## config.mk

```make
export PLATFORM = sky130hd
export DESIGN_NAME = card_number_validator_top_flat
export DESIGN_NICKNAME = d
export VERILOG_FILES = /design/src/design/cnv_pkg.sv /design/src/design/cnv_ifs.sv /design/src/design/cnv_apb_regs.sv /design/src/design/cnv_luhn_core.sv /design/src/design/card_number_validator_top.sv /design/src/flat_wrapper.sv
export SDC_FILE = /design/constraint.sdc
export NUM_CORES = 1
export LEC_CHECK = 0
export BUFFER_PORTS_ARGS = -buffer_cell sky130_fd_sc_hd__buf_2
export CAP_MARGIN = 0
export CORE_ASPECT_RATIO = 0.75
export CORE_MARGIN = 1
export CORE_UTILIZATION = 30
export CTS_CLUSTER_DIAMETER = 80
export DETAILED_ROUTE_END_ITERATION = 8
export GPL_ROUTABILITY_DRIVEN = 0
export PLACE_DENSITY = 0.59
export SLEW_MARGIN = 30
export SYNTH_ARGS = -nofsm -noshare
export SYNTH_HDL_FRONTEND = slang
export SYNTH_SLANG_ARGS = --single-unit
export TNS_END_PERCENT = 10
```

## constraint.sdc

```tcl
create_clock -name clk -period 5.8 [get_ports clk]
set_clock_uncertainty 0.1 [all_clocks]
set_input_delay 1.16 -clock clk [delete_from_list [all_inputs] [get_ports clk]]
set_output_delay 1.16 -clock clk [all_outputs]
set_load 0.02 [all_outputs]
```

## src/design/cnv_pkg.sv

```systemverilog
// Package for the card number validator: types, codes and digit helpers.
`timescale 1ns / 1ps

package cnv_pkg;

	localparam int unsigned CHAR_W   = 8;
	localparam int unsigned LEN_W    = 5;
	localparam int unsigned STATUS_W = 2;
	localparam int unsigned BRAND_W  = 3;
	localparam int unsigned DIGIT_W  = 4;
	localparam int unsigned LEAD_W   = 2 * DIGIT_W;
	localparam int unsigned DATA_W   = 32;
	localparam int unsigned ADDR_W   = 3;

	localparam logic [LEN_W-1:0] COUNT_MAX       = 5'd31;
	localparam logic [LEN_W-1:0] MIN_LEN_RESET   = 5'd13;
	localparam logic [LEN_W-1:0] MAX_LEN_RESET   = 5'd19;

	localparam logic [CHAR_W-1:0] CHAR_ZERO  = 8'h30;
	localparam logic [CHAR_W-1:0] CHAR_NINE  = 8'h39;
	localparam logic [CHAR_W-1:0] CHAR_TAB   = 8'd9;
	localparam logic [CHAR_W-1:0] CHAR_CR    = 8'd13;
	localparam logic [CHAR_W-1:0] CHAR_SPACE = 8'd32;

	localparam logic [DIGIT_W-1:0] DIG_THREE = 4'd3;
	localparam logic [DIGIT_W-1:0] DIG_FOUR  = 4'd4;
	localparam logic [DIGIT_W-1:0] DIG_FIVE  = 4'd5;
	localparam logic [DIGIT_W-1:0] DIG_SIX   = 4'd6;
	localparam logic [DIGIT_W-1:0] DIG_SEVEN = 4'd7;
	localparam logic [DIGIT_W-1:0] DIG_NINE  = 4'd9;
	localparam logic [DIGIT_W:0]   DIG_TEN   = 5'd10;

	typedef enum logic [0:0] {
		REG_MIN_LENGTH = 1'b0,
		REG_MAX_LENGTH = 1'b1
	} reg_index_t;

	typedef enum logic [STATUS_W-1:0] {
		ST_VALID    = 2'd0,
		ST_NONDIGIT = 2'd1,
		ST_LENGTH   = 2'd2,
		ST_LUHN     = 2'd3
	} status_t;

	typedef enum logic [BRAND_W-1:0] {
		BR_OTHER      = 3'd0,
		BR_VISA       = 3'd1,
		BR_MASTERCARD = 3'd2,
		BR_MAESTRO    = 3'd3,
		BR_JCB        = 3'd4,
		BR_AMEX       = 3'd5
	} brand_t;

	typedef struct packed {
		logic [LEN_W-1:0] min_length;
		logic [LEN_W-1:0] max_length;
	} cnv_cfg_t;

	function automatic logic is_blank(input logic [CHAR_W-1:0] c);
		return ((c >= CHAR_TAB) && (c <= CHAR_CR)) || (c == CHAR_SPACE);
	endfunction

	function automatic logic is_digit(input logic [CHAR_W-1:0] c);
		return (c >= CHAR_ZERO) && (c <= CHAR_NINE);
	endfunction

	function automatic logic [DIGIT_W-1:0] doubled_digit(input logic [DIGIT_W-1:0] d);
		logic [DIGIT_W:0] t;
		t = {d, 1'b0};
		if (t > {1'b0, DIG_NINE}) begin
			t = t - {1'b0, DIG_NINE};
		end
		return t[DIGIT_W-1:0];
	endfunction

	function automatic logic [DIGIT_W-1:0] add_mod10(input logic [DIGIT_W-1:0] a,
			input logic [DIGIT_W-1:0] b);
		logic [DIGIT_W:0] s;
		s = {1'b0, a} + {1'b0, b};
		if (s >= DIG_TEN) begin
			s = s - DIG_TEN;
		end
		return s[DIGIT_W-1:0];
	endfunction

endpackage

```

## src/design/cnv_ifs.sv

```systemverilog
// Stream interfaces for character words in and result words out.
`timescale 1ns / 1ps

interface cnv_char_if;
	logic       valid;
	logic       ready;
	logic [7:0] char_byte;
	logic       is_last;

	modport source (output valid, output char_byte, output is_last, input ready);
	modport sink (input valid, input char_byte, input is_last, output ready);
endinterface

interface cnv_res_if;
	logic       valid;
	logic       ready;
	logic [1:0] status;
	logic [2:0] brand;
	logic [4:0] digit_count;

	modport source (output valid, output status, output brand, output digit_count,
		input ready);
	modport sink (input valid, input status, input brand, input digit_count,
		output ready);
endinterface

```

## src/design/cnv_apb_regs.sv

```systemverilog
// APB register block holding the length bounds.
`timescale 1ns / 1ps

module cnv_apb_regs
	import cnv_pkg::*;
(
	input  logic              clk,
	input  logic              arst_n,
	input  logic              psel,
	input  logic              penable,
	input  logic              pwrite,
	input  logic [ADDR_W-1:0] paddr,
	input  logic [DATA_W-1:0] pwdata,
	output logic [DATA_W-1:0] prdata,
	output logic              pready,
	output cnv_cfg_t          cfg
);

	logic [LEN_W-1:0] min_length_q;
	logic [LEN_W-1:0] max_length_q;
	reg_index_t       idx;
	logic             wr_en;

	assign pready = 1'b1;
	assign idx    = reg_index_t'(paddr[2]);
	assign wr_en  = psel && penable && pwrite && pready;

	always_ff @(posedge clk or negedge arst_n) begin
		if (!arst_n) begin
			min_length_q <= MIN_LEN_RESET;
			max_length_q <= MAX_LEN_RESET;
		end else if (wr_en) begin
			case (idx)
				REG_MIN_LENGTH: min_length_q <= pwdata[LEN_W-1:0];
				REG_MAX_LENGTH: max_length_q <= pwdata[LEN_W-1:0];
				default: ;
			endcase
		end
	end

	always_comb begin
		case (idx)
			REG_MIN_LENGTH: prdata = {{(DATA_W-LEN_W){1'b0}}, min_length_q};
			REG_MAX_LENGTH: prdata = {{(DATA_W-LEN_W){1'b0}}, max_length_q};
			default:        prdata = '0;
		endcase
	end

	assign cfg.min_length = min_length_q;
	assign cfg.max_length = max_length_q;

endmodule

```

## src/design/cnv_luhn_core.sv

```systemverilog
// Input register, running Luhn state and result register.
`timescale 1ns / 1ps

module cnv_luhn_core
	import cnv_pkg::*;
(
	input  logic        clk,
	input  logic        arst_n,
	input  cnv_cfg_t    cfg,
	cnv_char_if.sink    char_in,
	cnv_res_if.source   res_out
);

	logic                valid_s1;
	logic [CHAR_W-1:0]   char_s1;
	logic                last_s1;

	logic [LEN_W-1:0]    count_q;
	logic                bad_char_q;
	logic [DIGIT_W-1:0]  sum_even_q;
	logic [DIGIT_W-1:0]  sum_odd_q;
	logic [LEAD_W-1:0]   lead_q;

	logic                out_valid_q;
	status_t             status_q;
	brand_t              brand_q;
	logic [LEN_W-1:0]    count_out_q;

	logic                advance;
	logic                take_in;
	logic                dig;
	logic [DIGIT_W-1:0]  d;
	logic [LEN_W-1:0]    count_n;
	logic                bad_n;
	logic [DIGIT_W-1:0]  sum_even_n;
	logic [DIGIT_W-1:0]  sum_odd_n;
	logic [LEAD_W-1:0]   lead_n;
	logic [DIGIT_W-1:0]  first_d;
	logic [DIGIT_W-1:0]  second_d;
	status_t             status_n;
	brand_t              brand_n;

	assign advance = valid_s1 && (!last_s1 || !out_valid_q || res_out.ready);
	assign char_in.ready = !valid_s1 || advance;
	assign take_in = char_in.valid && char_in.ready;

	always_ff @(posedge clk or negedge arst_n) begin
		if (!arst_n) begin
			valid_s1 <= 1'b0;
		end else if (char_in.ready) begin
			valid_s1 <= char_in.valid;
		end
	end

	always_ff @(posedge clk) begin
		if (take_in) begin
			char_s1 <= char_in.char_byte;
			last_s1 <= char_in.is_last;
		end
	end

	always_comb begin
		dig        = is_digit(char_s1);
		d          = char_s1[DIGIT_W-1:0];
		count_n    = count_q;
		bad_n      = bad_char_q;
		sum_even_n = sum_even_q;
		sum_odd_n  = sum_odd_q;
		lead_n     = lead_q;
		if (dig) begin
			sum_odd_n  = add_mod10(sum_even_q, d);
			sum_even_n = add_mod10(sum_odd_q, doubled_digit(d));
			if (count_q == '0) begin
				lead_n = {d, {DIGIT_W{1'b0}}};
			end else if (count_q == LEN_W'(1)) begin
				lead_n = {lead_q[LEAD_W-1:DIGIT_W], d};
			end
			if (count_q != COUNT_MAX) begin
				count_n = count_q + LEN_W'(1);
			end
		end else if (!is_blank(char_s1)) begin
			bad_n = 1'b1;
		end
	end

	always_comb begin
		first_d  = lead_n[LEAD_W-1:DIGIT_W];
		second_d = lead_n[DIGIT_W-1:0];
		if (bad_n) begin
			status_n = ST_NONDIGIT;
		end else if ((count_n < cfg.min_length) || (count_n > cfg.max_length)) begin
			status_n = ST_LENGTH;
		end else if (sum_odd_n != '0) begin
			status_n = ST_LUHN;
		end else begin
			status_n = ST_VALID;
		end
		if (count_n == '0) begin
			brand_n = BR_OTHER;
		end else if ((count_n >= LEN_W'(2)) && (first_d == DIG_THREE)
				&& ((second_d == DIG_FOUR) || (second_d == DIG_SEVEN))) begin
			brand_n = BR_AMEX;
		end else if (first_d == DIG_THREE) begin
			brand_n = BR_JCB;
		end else if (first_d == DIG_FOUR) begin
			brand_n = BR_VISA;
		end else if (first_d == DIG_FIVE) begin
			brand_n = BR_MASTERCARD;
		end else if (first_d == DIG_SIX) begin
			brand_n = BR_MAESTRO;
		end else begin
			brand_n = BR_OTHER;
		end
	end

	always_ff @(posedge clk or negedge arst_n) begin
		if (!arst_n) begin
			count_q    <= '0;
			bad_char_q <= 1'b0;
			sum_even_q <= '0;
			sum_odd_q  <= '0;
			lead_q     <= '0;
		end else if (advance) begin
			if (last_s1) begin
				count_q    <= '0;
				bad_char_q <= 1'b0;
				sum_even_q <= '0;
				sum_odd_q  <= '0;
				lead_q     <= '0;
			end else begin
				count_q    <= count_n;
				bad_char_q <= bad_n;
				sum_even_q <= sum_even_n;
				sum_odd_q  <= sum_odd_n;
				lead_q     <= lead_n;
			end
		end
	end

	always_ff @(posedge clk or negedge arst_n) begin
		if (!arst_n) begin
			out_valid_q <= 1'b0;
		end else if (advance && last_s1) begin
			out_valid_q <= 1'b1;
		end else if (res_out.ready) begin
			out_valid_q <= 1'b0;
		end
	end

	always_ff @(posedge clk) begin
		if (advance && last_s1) begin
			status_q    <= status_n;
			brand_q     <= brand_n;
			count_out_q <= count_n;
		end
	end

	assign res_out.valid       = out_valid_q;
	assign res_out.status      = status_q;
	assign res_out.brand       = brand_q;
	assign res_out.digit_count = count_out_q;

endmodule

```

## src/design/card_number_validator_top.sv

```systemverilog
// Top level of the card number validator.
`timescale 1ns / 1ps

// Card number validator. Characters of a card number arrive one word per
// cycle on char_in, the final one flagged by is_last; tab, newline, vertical
// tab, form feed, carriage return and space are skipped. A new word is
// accepted every cycle into the input register ahead of the Luhn state
// update; the result word is registered in the output register on res_out,
// and the next number may start at once. A last character is held back only
// while the previous result still waits in the output register. The user
// writes the length bounds min_length (address 0, reset 13) and max_length
// (address 4, reset 19) over the APB port between numbers; the block does
// not enforce it. Status is non-digit, then bad length, then Luhn failure,
// then valid; the brand comes from the first two digits.
module card_number_validator_top
	import cnv_pkg::*;
(
	input  logic              clk,
	input  logic              arst_n,
	input  logic              psel,
	input  logic              penable,
	input  logic              pwrite,
	input  logic [ADDR_W-1:0] paddr,
	input  logic [DATA_W-1:0] pwdata,
	output logic [DATA_W-1:0] prdata,
	output logic              pready,
	cnv_char_if.sink          char_in,
	cnv_res_if.source         res_out
);

	cnv_cfg_t cfg;

	cnv_apb_regs u_regs (
		.clk     (clk),
		.arst_n  (arst_n),
		.psel    (psel),
		.penable (penable),
		.pwrite  (pwrite),
		.paddr   (paddr),
		.pwdata  (pwdata),
		.prdata  (prdata),
		.pready  (pready),
		.cfg     (cfg)
	);

	cnv_luhn_core u_core (
		.clk     (clk),
		.arst_n  (arst_n),
		.cfg     (cfg),
		.char_in (char_in),
		.res_out (res_out)
	);

endmodule

```

## src/flat_wrapper.sv

```systemverilog
// flat-port wrapper written by rule: the top's interface ports become plain ports
module card_number_validator_top_flat import cnv_pkg::*;
  (clk, arst_n, psel, penable, pwrite, paddr, pwdata, prdata, pready, char_in_valid, char_in_char_byte, char_in_is_last, char_in_ready, res_out_valid, res_out_status, res_out_brand, res_out_digit_count, res_out_ready);
  cnv_char_if char_in_i ();
  cnv_res_if res_out_i ();
  input  logic clk;
  input  logic arst_n;
  input  logic psel;
  input  logic penable;
  input  logic pwrite;
  input  logic [ADDR_W-1:0] paddr;
  input  logic [DATA_W-1:0] pwdata;
  output logic [DATA_W-1:0] prdata;
  output logic pready;
  input wire logic [$bits(char_in_i.valid)-1:0] char_in_valid;
  input wire logic [$bits(char_in_i.char_byte)-1:0] char_in_char_byte;
  input wire logic [$bits(char_in_i.is_last)-1:0] char_in_is_last;
  output wire logic [$bits(char_in_i.ready)-1:0] char_in_ready;
  output wire logic [$bits(res_out_i.valid)-1:0] res_out_valid;
  output wire logic [$bits(res_out_i.status)-1:0] res_out_status;
  output wire logic [$bits(res_out_i.brand)-1:0] res_out_brand;
  output wire logic [$bits(res_out_i.digit_count)-1:0] res_out_digit_count;
  input wire logic [$bits(res_out_i.ready)-1:0] res_out_ready;
  assign char_in_i.valid = char_in_valid;
  assign char_in_i.char_byte = char_in_char_byte;
  assign char_in_i.is_last = char_in_is_last;
  assign char_in_ready = char_in_i.ready;
  assign res_out_valid = res_out_i.valid;
  assign res_out_status = res_out_i.status;
  assign res_out_brand = res_out_i.brand;
  assign res_out_digit_count = res_out_i.digit_count;
  assign res_out_i.ready = res_out_ready;
  card_number_validator_top u_core (.clk(clk), .arst_n(arst_n), .psel(psel), .penable(penable), .pwrite(pwrite), .paddr(paddr), .pwdata(pwdata), .prdata(prdata), .pready(pready), .char_in(char_in_i), .res_out(res_out_i));
endmodule
```

==> metrics list, run 1 <==
* Reported leakage power: 1.75 nW
- Hold buffer count at cts: 0
- The number of clock buffers added by TritonCTS is 5.
* Post-synth design cell area: 0.00356 sq mm
- Worst Reg-to-Reg Cells: 13
* Final ANT Viol Nets: 0
- Of the cells placed in the final design, the portion with a size suffix greater than 1 is 0.185.
* Min-Delay Path Class: reg -> reg
- In the synthesized netlist the dominant register cell turns out to be sky130_fd_sc_hd__dfrtp_1.
- Worst reg2reg setup slack: 1970 ps
- Diodes inserted: 0
- Entering global routing, the biggest net connects 35 pins.
- Clock latency on the worst-skew pair, taken at its later pin, is 300 ps.
- From left edge to right edge, the die measures 128 microns.
* Clock sink count: 53
* Power per Cell Area: 282 mW/mm^2
- Maximum root-to-sink buffer count: 2
- Post-DR vias/cell: 4.74
- The worst setup path is captured at a register.
* Total Nets Final: 469
* Required @ worst endpoint: 5800 ps
- After synthesis, the largest family of logic cells by area is compound AO/OA/AOI/OAI gates.
- Unrepaired setup endpoints after global routing: no
- Based on the critical path, the design can be clocked at up to 0.261 GHz.
- Residual DRC: 0
* Starting Density: 0.308
- The startpoint identified for the worst hold timing path is u_core.u_core.lead_q[3]$_DFFE_PN0P_.
- Area of the core region: 0.0116 sq mm
- The share of synthesized area in the top cell type comes to 0.197.
- Row Count: 34
- Iter 0 DRT Violations: 161
* Data arrival at the endpoint of the critical path: 3830 ps
- Highest-count cells in the layout ignoring fill and taps: 38 x sky130_fd_sc_hd__buf_2, 32 x sky130_fd_sc_hd__inv_1, 28 x sky130_fd_sc_hd__nand2_1, 28 x sky130_fd_sc_hd__conb_1, 28 x sky130_fd_sc_hd__dfrtp_1
- Subtracting the final worst setup slack from the clock period gives 3830 ps.
- Number of synthesized flops with an enable pin: 19
* Max-cap violation count: 0
- Drt first pass iters: 4
- The final-report hold violation count was 0.
- After detailed routing, the average wire length per cell comes to 14.0 microns.
- Layout-stage area growth over the synthesis result: 10.5%
* Dominant cell type by area after synthesis: sky130_fd_sc_hd__dfrtp_1
* Synthesized-area fraction occupied by xor and xnor cells: 0.0221
* Number of instances resized during post-cts repair: 0
* Hold_ws: 407 ps
- Post-Synth Simple-Gate Area: 0.133
- The synthesized netlist contains 62 unique library cells.
- Die area: 0.0123 sq mm
- Worst slew margin: 0.432
- I/O pin cnt: 96
* Share of synthesized area spent on multiplexers: 0.0583
- Non-filler cells in the finished layout: 557
- Counting flops with an async set or reset pin after synthesis yields a share of 0.642.
- Wires add up to 7820 microns.
* Count of cells along the worst hold path: 1
* Total of warnings raised by yosys: 0
- Once the clock tree was built, the setup fixing pass inserted 0 buffers.
- Gr usage total: 0.129
* Fraction of the mapped netlist area in compound gates: 0.187
- Sequential-to-total area share from yosys stat: 0.401
- Mean Syn Cell Area: 9.90 sq um
- Sorting the synthesized cells by area gives the leading types as sky130_fd_sc_hd__dfrtp_1 20%, sky130_fd_sc_hd__edfxtp_1 16%, sky130_fd_sc_hd__ha_1 7.7%.
- The run finished with clean final reports.
* Sum of negative setup slack: 0 ps
- The routed layout has 2642 vias.
- In the synthesized netlist, the number of instances is 360.
- Initial antenna violation count: 0
- The first global-routing pass estimated 12100 microns of wire.
- Worst Setup Start Kind: register
- The synthesized design contains 53 register bits.
- Critical R2R Launch: u_core.u_core.char_s1[1]$_DFFE_PP_
- Of the total synthesized cell area, the portion taken by full adders, half adders and majority gates is 0.0913.
- Clock slew at reported path FFs: 70 ps
- R2r endpoint: u_core.u_core.res_out.status[0]$_SDFFCE_PN1P_
* Transition time at the pin with the least slew margin: 852 ps
* Count of final max-slew check failures: 0
* Worst vdd ir: 0.101 mV
* H-tree depth: 2
* Number of setup violations in the final report: 0
- Port-buffer cells: 38
* Clock tree from TritonCTS: built
* GRT Residual Overflow: 0
* Type of the worst setup path: reg -> reg
* Final HPWL from detailed placement: 5990 microns
- Fill cells: 1175
* Clock root buffer: sky130_fd_sc_hd__clkbuf_16
* Vertical die dimension: 96.4 microns
- Of all nets on the critical path, the largest fanout is 9.
* Period Utilization, post-route: 0.660
- Vias in the first global route: 2344
* Inst Count DP: 549
* Endpoint, Worst Hold: u_core.u_core.lead_q[3]$_DFFE_PN0P_
* Most common cell after layout, fill and taps aside: sky130_fd_sc_hd__buf_2
final cells by class:
type / count / area, sq um / share of cell area
Clock buffer: 5 / 125 / 0.0318
Clock inverter: 3 / 12.5 / 0.00318
Inverter: 32 / 120 / 0.0305
Multi-Input combinational cell: 264 / 1860 / 0.472
Sequential cell: 53 / 1430 / 0.363
Tap cell: 162 / 203 / 0.0515
Timing Repair Buffer: 38 / 190 / 0.0483
power breakdown:
group          switching [mW]  internal (mW)  leakage [nW]
clock network           0.131          0.156        0.0687
logic                   0.209          0.138          1.06
registers              0.0419          0.433         0.619
total                   0.382          0.728          1.75
worst max-delay path by stage:
stage / end / startpoint / cells past startpoint / slack, ps
after global routing: u_core.u_core.sum_even_q[2]$_DFFE_PN0P_ / u_core.u_core.char_s1[1]$_DFFE_PP_ / 14 / 1740
after detailed placement: u_core.u_core.res_out.status[0]$_SDFFCE_PN1P_ / u_core.u_core.char_s1[0]$_DFFE_PP_ / 13 / 2030
after floorplan: u_core.u_core.res_out.status[1]$_SDFFCE_PN0P_ / u_core.u_core.char_s1[0]$_DFFE_PP_ / 13 / 2590
final: u_core.u_core.res_out.status[0]$_SDFFCE_PN1P_ / u_core.u_core.char_s1[1]$_DFFE_PP_ / 13 / 1970
after global placement: u_core.u_core.res_out.status[0]$_SDFFCE_PN1P_ / u_core.u_core.char_s1[1]$_DFFE_PP_ / 13 / 2090
after CTS: u_core.u_core.res_out.status[0]$_SDFFCE_PN1P_ / u_core.u_core.char_s1[0]$_DFFE_PP_ / 13 / 2010
critical path: stages (launching register included):
cell                       delay, ps
sky130_fd_sc_hd__edfxtp_1        590
sky130_fd_sc_hd__inv_1           200
sky130_fd_sc_hd__ha_1            290
sky130_fd_sc_hd__o21bai_4        170
sky130_fd_sc_hd__a21oi_2         430
sky130_fd_sc_hd__nand4_1         170
sky130_fd_sc_hd__mux2_2          280
sky130_fd_sc_hd__inv_1            90
sky130_fd_sc_hd__ha_1            310
sky130_fd_sc_hd__o21ai_0         110
sky130_fd_sc_hd__a311oi_2        270
sky130_fd_sc_hd__o21ai_1          90
sky130_fd_sc_hd__a32o_1          270
sky130_fd_sc_hd__o21ai_1         250
cells in the mapped netlist (all sizes together) (4+ instances only):
library cell   n
inv           32
buf           31
dfrtp         28
nand2         28
o21ai         26
ha            22
nor2          20
edfxtp        19
mux2          14
a21oi         10
a22o           8
and2           6
clkbuf         6
dfstp          6
nand4          6
nor2b          6
nor3           6
xnor2          6
mux2i          5
nand2b         5
o22ai          5
a211oi         4
a22oi          4
o211ai         4
metrics by stage:
step,worst slack [ps],util,power (mW),area (sq um)
2_1_floorplan,2590,-,0.747,3660
3_3_place_gp,2090,0.329,0.813,3800
3_5_place_dp,2030,0.329,0.823,3800
4_1_cts,2010,0.340,1.11,3940
5_1_grt,1740,0.340,1.18,3940
6_report,1970,0.340,1.11,3940
flip-flops by register name, summed over array words and instances (netlist names):
name / cells
u_core.u_core.char_s1: 8
u_core.u_core.count_q: 5
u_core.u_core.lead_q: 8
u_core.u_core.res_out.valid: 1
u_core.u_regs.min_length_q: 5
u_core.u_core.valid_s1: 1
u_core.u_core.sum_odd_q: 4
u_core.u_core.res_out.status: 2
u_core.u_core.res_out.brand: 3
u_core.u_core.res_out.digit_count: 5
u_core.u_regs.max_length_q: 5
u_core.u_core.bad_char_q: 1
u_core.u_core.sum_even_q: 4
u_core.u_core.last_s1: 1
layer usage:
metal	global-route usage	share of wire	vias up
met4	0.0353	0.00077	0
met5	0	0	-
met3	0.0259	0.046	2
met1	0.200	0.54	1268
li1	-	-	1307
met2	0.178	0.41	65
logic make-up after synthesis:
kind of cell | Yosys count
compound gates | 89
simple gates | 94
xor+xnor | 9
buf+inv | 69
other cells | 2
fa+ha+maj | 25
mux | 19
flops | 53
No activity file was read; power rests on OpenSTA's default activity.
==> inputs of run 2 (changes only) <==
clock period = 3.99 ns   (was 5.8 ns; I/O delays follow)
==> metrics list, run 2 (synthesized netlist as in run 1, its figures left out) <==
- The flow ran to the end, and the final reports show no timing, DRC or antenna violations.
* Highest net fanout along the worst path: 8
- Setup repair after global routing left no endpoint under its margin.
- For this run, global-route usage on met3 was measured as 0.0281.
- Fraction of power spent switching nets: 0.320
* Clock root buffer: sky130_fd_sc_hd__clkbuf_16
* Critical Path Slowest Stage Cell: sky130_fd_sc_hd__mux2i_1
- The largest registers in the layout are u_core.u_core.char_s1 (8), u_core.u_core.lead_q (8).
- Summed over all layers, the routed wires come to 7870 microns.
* Fill cells: 1202
- After detailed routing, the average wire length per cell comes to 14.0 microns.
- Time the worst path needs with I/O delays and setup: 3520 ps
- GRT Residual Overflow: 0
- Period Utilization, post-route: 0.881
- The most critical setup path has its endpoint at u_core.u_core.res_out.status[0]$_SDFFCE_PN1P_.
- TritonCTS built the clock tree.
- Leaving out fill and tap cells, the most frequent cell in the layout is sky130_fd_sc_hd__buf_2.
- Die area: 0.0123 sq mm
* Port-buffer cells: 38
- Starting Density: 0.308
- In this run, post-CTS repair resized a total of 0 instances.
- Met1 usage in global routing: 0.204
- H-tree depth: 2
- Maximum root-to-sink buffer count: 2
- Share of total power in combinational logic: 0.294
- From synthesis to final layout, the design area changed by 13.2%.
* Min-Delay Path Class: reg -> reg
- Residual DRC: 0
- Of the total power, registers draw 0.390.
- For this run, global-route usage on met2 was measured as 0.187.
- Area of the core region: 0.0116 sq mm
* Iter 0 DRT Violations: 139
- Critical path endpoint category: register
- Final HPWL from detailed placement: 6010 microns
- 0 antenna diodes ended up in the layout.
- The floorplan step set the die width to 128 microns.
- Clock sink count: 53
* Worst slew margin: 0.469
* Worst vdd ir: 0.216 mV
* Max Fclk: 0.284 GHz
* Clock slew at reported path FFs: 70 ps
- R2r endpoint: u_core.u_core.res_out.status[0]$_SDFFCE_PN1P_
* Row Count: 34
* Count of vias placed by the detailed router: 2732
- Across every metal layer, demand over resource in global routing totals 0.132.
- Final ANT Viol Nets: 0
- Count of buffers added by post-CTS timing repair for setup: 0
- At the later pin of the worst-skew pair, clock insertion delay measures 290 ps.
- Drt first pass iters: 4
* Worst Setup Start Kind: register
- The most critical setup path has its startpoint at u_core.u_core.char_s1[1]$_DFFE_PP_.
- Worst reg2reg setup slack: 470 ps
* Initial antenna violation count: 0
- Clock tree synthesis inserted a total of 5 buffers.
* Hold buffer count at cts: 0
- For the final routed database, the setup TNS stands at 0 ps.
- Power per Cell Area: 434 mW/mm^2
- Delay of the slowest cell on the worst path: 420 ps
- Crit-path cells: inv_1, ha_1, o21bai_4, a211oi_4, mux2i_1, inv_1, ha_1, o21ai_0, a311oi_2, o21ai_1, a32o_1, o21ai_1
- Max-cap violations in this run came to 0.
* Data arrival at the endpoint of the critical path: 3510 ps
- Wire length of the first global-routing pass: 12700 microns
- Count of final max-slew check failures: 0
- Layout cell share with drive strength beyond 1: 0.202
* Vertical die dimension: 96.4 microns
* Total Nets Final: 475
- The number of global-route vias before repair was 2524.
* Type of the worst setup path: reg -> reg
* End-of-flow core utilization: 0.349
- Total Power: 1.75 mW
- For the worst setup path, the data required time is 3980 ps.
- Transition time at the pin with the least slew margin: 796 ps
* Reported net switching power: 561 uW
* Reg area: 0.00143 sq mm
* Highest-count cells in the layout ignoring fill and taps: 38 x sky130_fd_sc_hd__buf_2, 32 x sky130_fd_sc_hd__inv_1, 28 x sky130_fd_sc_hd__nand2_1, 28 x sky130_fd_sc_hd__conb_1, 28 x sky130_fd_sc_hd__dfrtp_1
- I/O pin cnt: 96
- The share of total power dissipated in the clock network is 0.316.
* Area of the multi-input gates: 0.00186 sq mm
* Number of setup violations in the final report: 0
* Post-DR vias/cell: 4.85
- Maximum number of pins on one net before global-route repair: 35
- Worst Reg-to-Reg Cells: 12
* Reported leakage power: 1.81 nW
- The startpoint identified for the worst register-to-register timing path is u_core.u_core.char_s1[1]$_DFFE_PP_.
- Total internal power: 1.19 mW
* Count of final hold-check violations: 0
- Most used routing layer in global routing: met1
## run 2: worst min-delay path by stage
stage | startpoint | to | slack, ps | cells after the start
6_report | u_core.u_core.lead_q[3]$_DFFE_PN0P_ | u_core.u_core.lead_q[3]$_DFFE_PN0P_ | 400 | 1
5_1_grt | u_core.u_core.lead_q[2]$_DFFE_PN0P_ | u_core.u_core.lead_q[2]$_DFFE_PN0P_ | 420 | 1
4_1_cts | u_core.u_core.lead_q[3]$_DFFE_PN0P_ | u_core.u_core.lead_q[3]$_DFFE_PN0P_ | 400 | 1
3_5_place_dp | u_core.u_core.lead_q[3]$_DFFE_PN0P_ | u_core.u_core.lead_q[3]$_DFFE_PN0P_ | 380 | 1
3_3_place_gp | u_core.u_core.lead_q[3]$_DFFE_PN0P_ | u_core.u_core.lead_q[3]$_DFFE_PN0P_ | 380 | 1
2_1_floorplan | u_core.u_core.lead_q[3]$_DFFE_PN0P_ | u_core.u_core.lead_q[3]$_DFFE_PN0P_ | 360 | 1
## run 2: routing by layer
layer  vias to the layer above  wire length [microns]
li1                       1316                      -
met1                      1326                   4140
met2                        86                   3320
met3                         4                    387
met4                         0                     22
met5                         -                      0
## run 2: worst max-delay path: cells and delay by family (launching register included)
family | cells | cell delay, ps
flops | 1 | 400
fa+ha+maj | 2 | 590
mux | 1 | 420
buf+inv | 2 | 280
compound gates | 7 | 1510
## run 2: final cells by class
class | instances | area share
Inverter | 32 | 0.0298
Tap cell | 162 | 0.0502
Clock inverter | 3 | 0.0161
Timing Repair Buffer | 44 | 0.0583
Clock buffer | 5 | 0.0310
Multi-Input combinational cell | 264 | 0.461
Sequential cell | 53 | 0.354
## run 2: metrics by stage
stage | hold slack (ps) | area [sq um] | cells | setup WS [ps]
floorplan | 357 | 3660 | 386 | 778
global placement | 385 | 3850 | 555 | 647
detailed placement | 379 | 3850 | 555 | 533
CTS | 397 | 4040 | 563 | 496
global route | 423 | 4040 | 563 | 208
finish | 399 | 4040 | 563 | 474
## run 2: power groups by stage
| stage | clock network (mW) | registers (mW) | logic, mW |
|---|---|---|---|
| global route | 0.590 | 0.692 | 0.576 |
| CTS | 0.561 | 0.683 | 0.512 |
| finish | 0.554 | 0.683 | 0.515 |
| global placement | 0 | 0.690 | 0.494 |
| detailed placement | 0 | 0.693 | 0.507 |
| floorplan | 0 | 0.682 | 0.404 |
